## config.mk

```make
export PLATFORM = sky130hd
export DESIGN_NAME = arith_expression_tokenizer
export DESIGN_NICKNAME = d
export VERILOG_FILES = /design/src/design/aet_pkg.sv /design/src/design/aet_scan.sv /design/src/design/arith_expression_tokenizer.sv
export SDC_FILE = /design/constraint.sdc
export NUM_CORES = 1
export LEC_CHECK = 0
export BUFFER_PORTS_ARGS = -buffer_cell sky130_fd_sc_hd__buf_4
export CAP_MARGIN = 10
export CORE_MARGIN = 8
export CORE_UTILIZATION = 28
export DETAILED_ROUTE_END_ITERATION = 16
export PLACE_DENSITY = 0.45
export RECOVER_POWER = 100
export SLEW_MARGIN = 5
export SYNTH_ARGS = -nofsm -noshare
export SYNTH_HDL_FRONTEND = slang
export SYNTH_SLANG_ARGS = --single-unit
```

## constraint.sdc

```tcl
create_clock -name clk_i -period 11.2 [get_ports clk_i]
set_clock_uncertainty 0.15 [all_clocks]
set_input_delay 0.56 -clock clk_i [delete_from_list [all_inputs] [get_ports clk_i]]
set_output_delay 0.56 -clock clk_i [all_outputs]
set_load 0.03 [all_outputs]
```

## src/design/aet_pkg.sv

```systemverilog
// shared types and constants for the arithmetic expression tokenizer
// no dependencies; used by aet_scan and arith_expression_tokenizer
package aet_pkg;

  localparam int VALUE_BITS = 31;
  localparam int LINE_BITS  = 32;
  localparam int KIND_BITS  = 3;
  localparam int CHAR_BITS  = 8;

  localparam int IN_DATA_BITS  = ((CHAR_BITS + 7) / 8) * 8;
  localparam int OUT_RAW_BITS  = KIND_BITS + VALUE_BITS + LINE_BITS;
  localparam int OUT_DATA_BITS = ((OUT_RAW_BITS + 7) / 8) * 8;

  typedef enum logic [KIND_BITS-1:0] {
    KIND_INT   = 3'd0,
    KIND_PLUS  = 3'd1,
    KIND_MINUS = 3'd2,
    KIND_STAR  = 3'd3,
    KIND_SLASH = 3'd4,
    KIND_END   = 3'd5,
    KIND_BAD   = 3'd6
  } kind_e;

  localparam logic [CHAR_BITS-1:0] CH_ZERO  = 8'h30;
  localparam logic [CHAR_BITS-1:0] CH_NINE  = 8'h39;
  localparam logic [CHAR_BITS-1:0] CH_PLUS  = 8'h2B;
  localparam logic [CHAR_BITS-1:0] CH_MINUS = 8'h2D;
  localparam logic [CHAR_BITS-1:0] CH_STAR  = 8'h2A;
  localparam logic [CHAR_BITS-1:0] CH_SLASH = 8'h2F;
  localparam logic [CHAR_BITS-1:0] CH_NL    = 8'h0A;
  localparam logic [CHAR_BITS-1:0] CH_TAB   = 8'h09;
  localparam logic [CHAR_BITS-1:0] CH_CR    = 8'h0D;
  localparam logic [CHAR_BITS-1:0] CH_SPACE = 8'h20;

  typedef struct packed {
    kind_e                 kind;
    logic [VALUE_BITS-1:0] value;
    logic [LINE_BITS-1:0]  line;
    logic                  last;
  } token_t;

endpackage

```

## src/design/aet_scan.sv

```systemverilog
// scanner core: number, line and halt state, up to two tokens per item
// depends on aet_pkg
module aet_scan (
  input  logic                      clk_i,
  input  logic                      rst_ni,
  input  logic                      take_i,
  input  logic [aet_pkg::CHAR_BITS-1:0] char_i,
  input  logic                      end_i,
  output aet_pkg::token_t           tok0_o,
  output aet_pkg::token_t           tok1_o,
  output logic [1:0]                count_o
);
  import aet_pkg::*;

  localparam int WIDE_BITS = VALUE_BITS + 4;

  logic                  number_active_q, number_active_d;
  logic [VALUE_BITS-1:0] acc_q, acc_d;
  logic [LINE_BITS-1:0]  line_q, line_d;
  logic                  halted_q, halted_d;

  logic                  is_digit, is_blank;
  logic [WIDE_BITS-1:0]  acc_base, acc_wide;
  logic [VALUE_BITS-1:0] acc_next;
  kind_e                 op_kind;
  token_t                int_tok, op_tok;

  assign is_digit = (char_i >= CH_ZERO) && (char_i <= CH_NINE);
  assign is_blank = (char_i == CH_SPACE) || ((char_i >= CH_TAB) && (char_i <= CH_CR));

  // acc * 10 + digit as two shifts and adds; saturate on any carry out
  assign acc_base = number_active_q ? {4'b0, acc_q} : '0;
  assign acc_wide = (acc_base << 3) + (acc_base << 1)
                  + WIDE_BITS'(char_i - CH_ZERO);
  assign acc_next = (acc_wide[WIDE_BITS-1:VALUE_BITS] != '0) ? '1
                                                             : acc_wide[VALUE_BITS-1:0];

  always_comb begin
    case (char_i)
      CH_PLUS:  op_kind = KIND_PLUS;
      CH_MINUS: op_kind = KIND_MINUS;
      CH_STAR:  op_kind = KIND_STAR;
      CH_SLASH: op_kind = KIND_SLASH;
      default:  op_kind = KIND_BAD;
    endcase
  end

  always_comb begin
    int_tok       = '0;
    int_tok.kind  = KIND_INT;
    int_tok.value = acc_q;
    int_tok.line  = line_q;
    op_tok        = '0;
    op_tok.kind   = end_i ? KIND_END : op_kind;
    op_tok.line   = line_q;
    op_tok.last   = 1'b1;
  end

  always_comb begin
    number_active_d = number_active_q;
    acc_d           = acc_q;
    line_d          = line_q;
    halted_d        = halted_q;
    tok0_o          = op_tok;
    tok1_o          = op_tok;
    count_o         = 2'd0;
    if (!halted_q) begin
      if (!end_i && is_digit) begin
        number_active_d = 1'b1;
        acc_d           = acc_next;
      end else begin
        number_active_d = 1'b0;
        acc_d           = '0;
        if (!end_i && is_blank) begin
          if (char_i == CH_NL) begin
            line_d = line_q + 1'b1;
          end
          // pending number alone closes the run
          if (number_active_q) begin
            tok0_o      = int_tok;
            tok0_o.last = 1'b1;
            count_o     = 2'd1;
          end
        end else begin
          if (!end_i && op_kind == KIND_BAD) begin
            halted_d = 1'b1;
          end
          if (number_active_q) begin
            tok0_o  = int_tok;
            count_o = 2'd2;
          end else begin
            count_o = 2'd1;
          end
        end
      end
    end
  end

  always_ff @(posedge clk_i or negedge rst_ni) begin
    if (!rst_ni) begin
      number_active_q <= 1'b0;
      acc_q           <= '0;
      line_q          <= LINE_BITS'(1);
      halted_q        <= 1'b0;
    end else if (take_i) begin
      number_active_q <= number_active_d;
      acc_q           <= acc_d;
      line_q          <= line_d;
      halted_q        <= halted_d;
    end
  end

endmodule

```

## src/design/arith_expression_tokenizer.sv

```systemverilog
// Arithmetic expression tokenizer. One character (or an end mark on tlast) enters per
// item; each item is scanned in the cycle it is accepted and its zero, one or two tokens
// land in a two-slot result register. Items that cause at most one token stream at one
// per clock while the receiver is ready; an item that ends a number and also yields its
// own token holds the input off until only the second token is left to drain. Integers
// saturate at all ones, newlines count lines from 1, and an unrecognized byte emits an
// error token and stops all output until reset.
// depends on aet_pkg and aet_scan
module arith_expression_tokenizer (
  input  logic                              clk_i,
  input  logic                              rst_ni,
  input  logic                              s_axis_tvalid,
  output logic                              s_axis_tready,
  input  logic [aet_pkg::IN_DATA_BITS-1:0]  s_axis_tdata,  // char_code
  input  logic                              s_axis_tlast,  // end_of_input
  output logic                              m_axis_tvalid,
  input  logic                              m_axis_tready,
  output logic [aet_pkg::OUT_DATA_BITS-1:0] m_axis_tdata,  // token_kind, token_value, line_number
  output logic                              m_axis_tlast   // last_of_run
);
  import aet_pkg::*;

  token_t     tok0, tok1;
  logic [1:0] count;
  logic       take, pop;

  token_t     head_q, head_d, tail_q, tail_d;
  logic [1:0] cnt_q, cnt_d;

  assign m_axis_tvalid = (cnt_q != 2'd0);
  assign pop           = m_axis_tvalid && m_axis_tready;
  assign s_axis_tready = (cnt_q == 2'd0) || ((cnt_q == 2'd1) && m_axis_tready);
  assign take          = s_axis_tvalid && s_axis_tready;

  aet_scan u_scan (
    .clk_i   (clk_i),
    .rst_ni  (rst_ni),
    .take_i  (take),
    .char_i  (s_axis_tdata[CHAR_BITS-1:0]),
    .end_i   (s_axis_tlast),
    .tok0_o  (tok0),
    .tok1_o  (tok1),
    .count_o (count)
  );

  always_comb begin
    head_d = head_q;
    tail_d = tail_q;
    cnt_d  = cnt_q;
    if (pop) begin
      head_d = tail_q;
      cnt_d  = cnt_q - 2'd1;
    end
    if (take) begin
      head_d = tok0;
      tail_d = tok1;
      cnt_d  = count;
    end
  end

  always_ff @(posedge clk_i or negedge rst_ni) begin
    if (!rst_ni) begin
      cnt_q <= 2'd0;
    end else begin
      cnt_q <= cnt_d;
    end
  end

  always_ff @(posedge clk_i) begin
    head_q <= head_d;
    tail_q <= tail_d;
  end

  assign m_axis_tdata = {(OUT_DATA_BITS - OUT_RAW_BITS)'(0),
                         head_q.line, head_q.value, head_q.kind};
  assign m_axis_tlast = head_q.last;

  a_cnt_range: assert property (@(posedge clk_i) disable iff (!rst_ni)
    cnt_q != 2'd3)
    else $error("result slot count out of range");

  a_run_continues: assert property (@(posedge clk_i) disable iff (!rst_ni)
    (m_axis_tvalid && !m_axis_tlast) |=> m_axis_tvalid)
    else $error("second item of a run missing");

  a_one_left: assert property (@(posedge clk_i) disable iff (!rst_ni)
    (cnt_q == 2'd1) |-> m_axis_tlast)
    else $error("lone result not marked last");

  a_bad_halts: assert property (@(posedge clk_i) disable iff (!rst_ni)
    (pop && head_q.kind == KIND_BAD) |=> !m_axis_tvalid)
    else $error("output after error token");

endmodule

```

==> out/qor.yml <==
cp-start-kind: "primary input"
final_common_cell: "nand2_1"
root_buffer: "clkbuf_16"
drv_slew: 341
stdcell_count: 1475
numPortBuffers: 81
min_period_ns: 6.88
maxCapViolCount: 6
layout_common_cells: "nand2_1, edfxtp_1, clkbuf_1, dfrtp_1, inv_1"
antenna_found_initial: 0
grt.overflow.total: 0
yosysSeqAreaShare_pct: 48.6
cp_data_required_time_ns: 11.26
drive_gt1_share_pct: 4.71
seqPwrFrac_pct: 44.6
yosysWarnings: 0
ys_seq_elements: 169
worstSetupEndpointType: "flop"
gp_congestion: 0.846
finalHoldViolCount: 0
vdd_ir_drop_max_v: 0.0000986
nets: 1094
syn_area_mm2: 0.00975
synth_top_area_share_pct: 31.4
synth_edf_count: 102
die_x_um: 203
start_util_pct: 28.3
status: "complete, but fails checks"
dr.pass1.iters: 4
fillers: 3597
via_per_inst: 4.68
power_density_mw_per_mm2: 172
std_cell_rows: 68
grt_pass1_vias: 7049
clkSinkCount: 169
synth_ff_type: "edfxtp_1"
cts_tree: "built"
tightest_slew_ns: 3.91
period_share_pct: 61.4
core_area_mm2: 0.0345
clockPowerShare_pct: 33.2
cts_buffers: 17
drc: 0
clkTransAtPathRegs_ns: 0.06
cellInternalPower_mw: 1.28
worstSetupPathType: "primary input to flop"
die_h_um: 203
placed_cells: 1443
ios: 88
ys_top_cells_by_area: "edfxtp_1, dfrtp_1, nand2_1"
worst_ep_arrival_time_ns: 6.94
routed_wl_um: 24200
switching_share_pct: 32.7
antenna_left: 0
post_cts_buffers: 0
p_leak_nw: 4.84
hold_path_class: "primary input to flop"
grt_max_degree: 72
synth_top_area_cell: "edfxtp_1"
worstPathMaxFanout: 25
die-area_mm2: 0.0410
grt_first_pass_wirelength_um: 39300
power_switching_mw: 0.621
violations: "capacitance limit, slew limit"
syn2layout_area_growth_pct: 13.2
setup_tns_ns: 0
setup_viol_count_final: 0
maxSlewHeadroom_pct: -161
combPwrFrac_pct: 22.2
ctsHoldBuffers: 0
antenna_cells: 0
first_iter_violations: 435
syn_avg_cell_area_um2: 10.3
cts_resized: 0
wl_per_cell_um: 16.4
fmax_mhz: 145
ys_async_sr_fraction_pct: 39.6
rsz0062_at_grt: "false"
dp_hpwl_um: 17100
via_count: 6902
yosysUniqueCellTypes: 70
cts_max_path_buffers: 2
clkLatencyLatePin_ns: 0.44
cts.htree.levels: 4
track_usage_pct: 11.9
synthCells: 942
cells in the mapped netlist (all sizes together), types with 2 or more instances:
cell,count
nand2,169
edfxtp,102
dfrtp,66
inv,64
o21ai,57
a21oi,45
ha,44
nor2,43
xnor2,39
and3,31
clkbuf,30
fa,30
a31oi,24
nand3,21
and2,17
buf,17
xor2,17
a21o,16
nor3,11
nand4,8
and4,7
nand2b,7
o21a,7
a221oi,6
o211ai,6
a211oi,5
or3,5
nor4,4
o31a,4
a22o,3
a22oi,3
o21bai,3
o31ai,3
a2111oi,2
a21boi,2
a31o,2
mux2,2
sequential cells by signal, summed over array words and instances, names as in the netlist:
signal and cells:
u_scan.halted_q 1, m_axis_tlast 1, u_scan.number_active_q 1, u_scan.acc_q 31, m_axis_tdata 66, u_scan.line_q 32, tail_q 35, cnt_q 2
layout make-up:
| class | count | area (um^2) | share of cell area, % |
|---|---|---|---|
| clock buffer | 22 | 444 | 4.02 |
| clock inverter | 10 | 169 | 1.53 |
| inverter | 65 | 244 | 2.21 |
| multi-input combinational | 666 | 4500 | 40.8 |
| sequential | 169 | 4740 | 42.9 |
| tap | 455 | 569 | 5.16 |
| timing repair buffer | 88 | 372 | 3.37 |
worst paths after layout:
check                                                   start                             to  slack (ns)  depth (start not counted)
hold / removal                                   s_axis_tlast           tail_q[64]$_DFFE_PP_        0.30                          2
max in group asynchronous                              rst_ni    u_scan.acc_q[3]$_DFFE_PN0P_        7.37                          1
setup reg to reg           u_scan.number_active_q$_DFFE_PN0P_   u_scan.acc_q[24]$_DFFE_PN0P_        5.19                         14
setup / recovery                              s_axis_tdata[4]   u_scan.acc_q[24]$_DFFE_PN0P_        4.32                         15
hold reg to reg                 u_scan.line_q[31]$_DFFE_PN0P_  u_scan.line_q[31]$_DFFE_PN0P_        0.35                          1
min in group asynchronous                              rst_ni   u_scan.acc_q[27]$_DFFE_PN0P_        1.33                          1
per-stage QoR:
stage	total power, mW	instance area (um^2)	hold WS (ns)	worst slack (ns)	util (%)
after detailed placement	1.36	10800	0.332	5.02	31.2
final	1.90	11000	0.300	4.32	32.0
after CTS	2.00	11400	0.164	5.49	33.0
after global placement	1.36	10800	0.336	5.13	31.2
after floorplan	1.17	9770	0.114	6.31	-
after global routing	2.00	11000	0.301	3.70	32.0
worst max-delay path: stages:
cell and delay (ns):
clkbuf_1 0.15, ha_1 0.27, or3_1 0.68, inv_1 0.83, fa_1 0.56, ha_1 0.39, a21oi_1 0.27, o21ai_0 0.12
a31oi_1 0.27, o31a_1 0.30, nor3_1 0.11, or3_1 0.32, a211oi_1 0.80, clkbuf_1 1.09, a31oi_1 0.20
kinds of logic after synthesis:
| logic type | share of synthesized area (%) |
|---|---|
| DFF | 48.6 |
| and+or+nand+nor | 16.2 |
| other | 0.0385 |
| buffers and inverters | 5.06 |
| xor gates and xnor gates | 5.03 |
| AOI/OAI and AO/OA | 13.0 |
| adders and majority gates | 11.8 |
| muxes | 0.231 |
metal layers:
metal | GRT usage, % | part of all wire (%)
met5 | 0 | 0
met4 | 3.52 | 1.4
met3 | 2.28 | 3.1
met2 | 20.0 | 49
met1 | 15.4 | 47
power groups by stage:
stage | Combinational [mW] | Clock, mW | Sequential, mW
2_1_floorplan | 0.162 | 0 | 1.00
3_5_place_dp | 0.502 | 0 | 0.856
4_1_cts | 0.503 | 0.650 | 0.844
6_report | 0.422 | 0.631 | 0.846
3_3_place_gp | 0.502 | 0 | 0.855
5_1_grt | 0.467 | 0.671 | 0.860
Note: power is estimated with default switching activity, not from simulation.
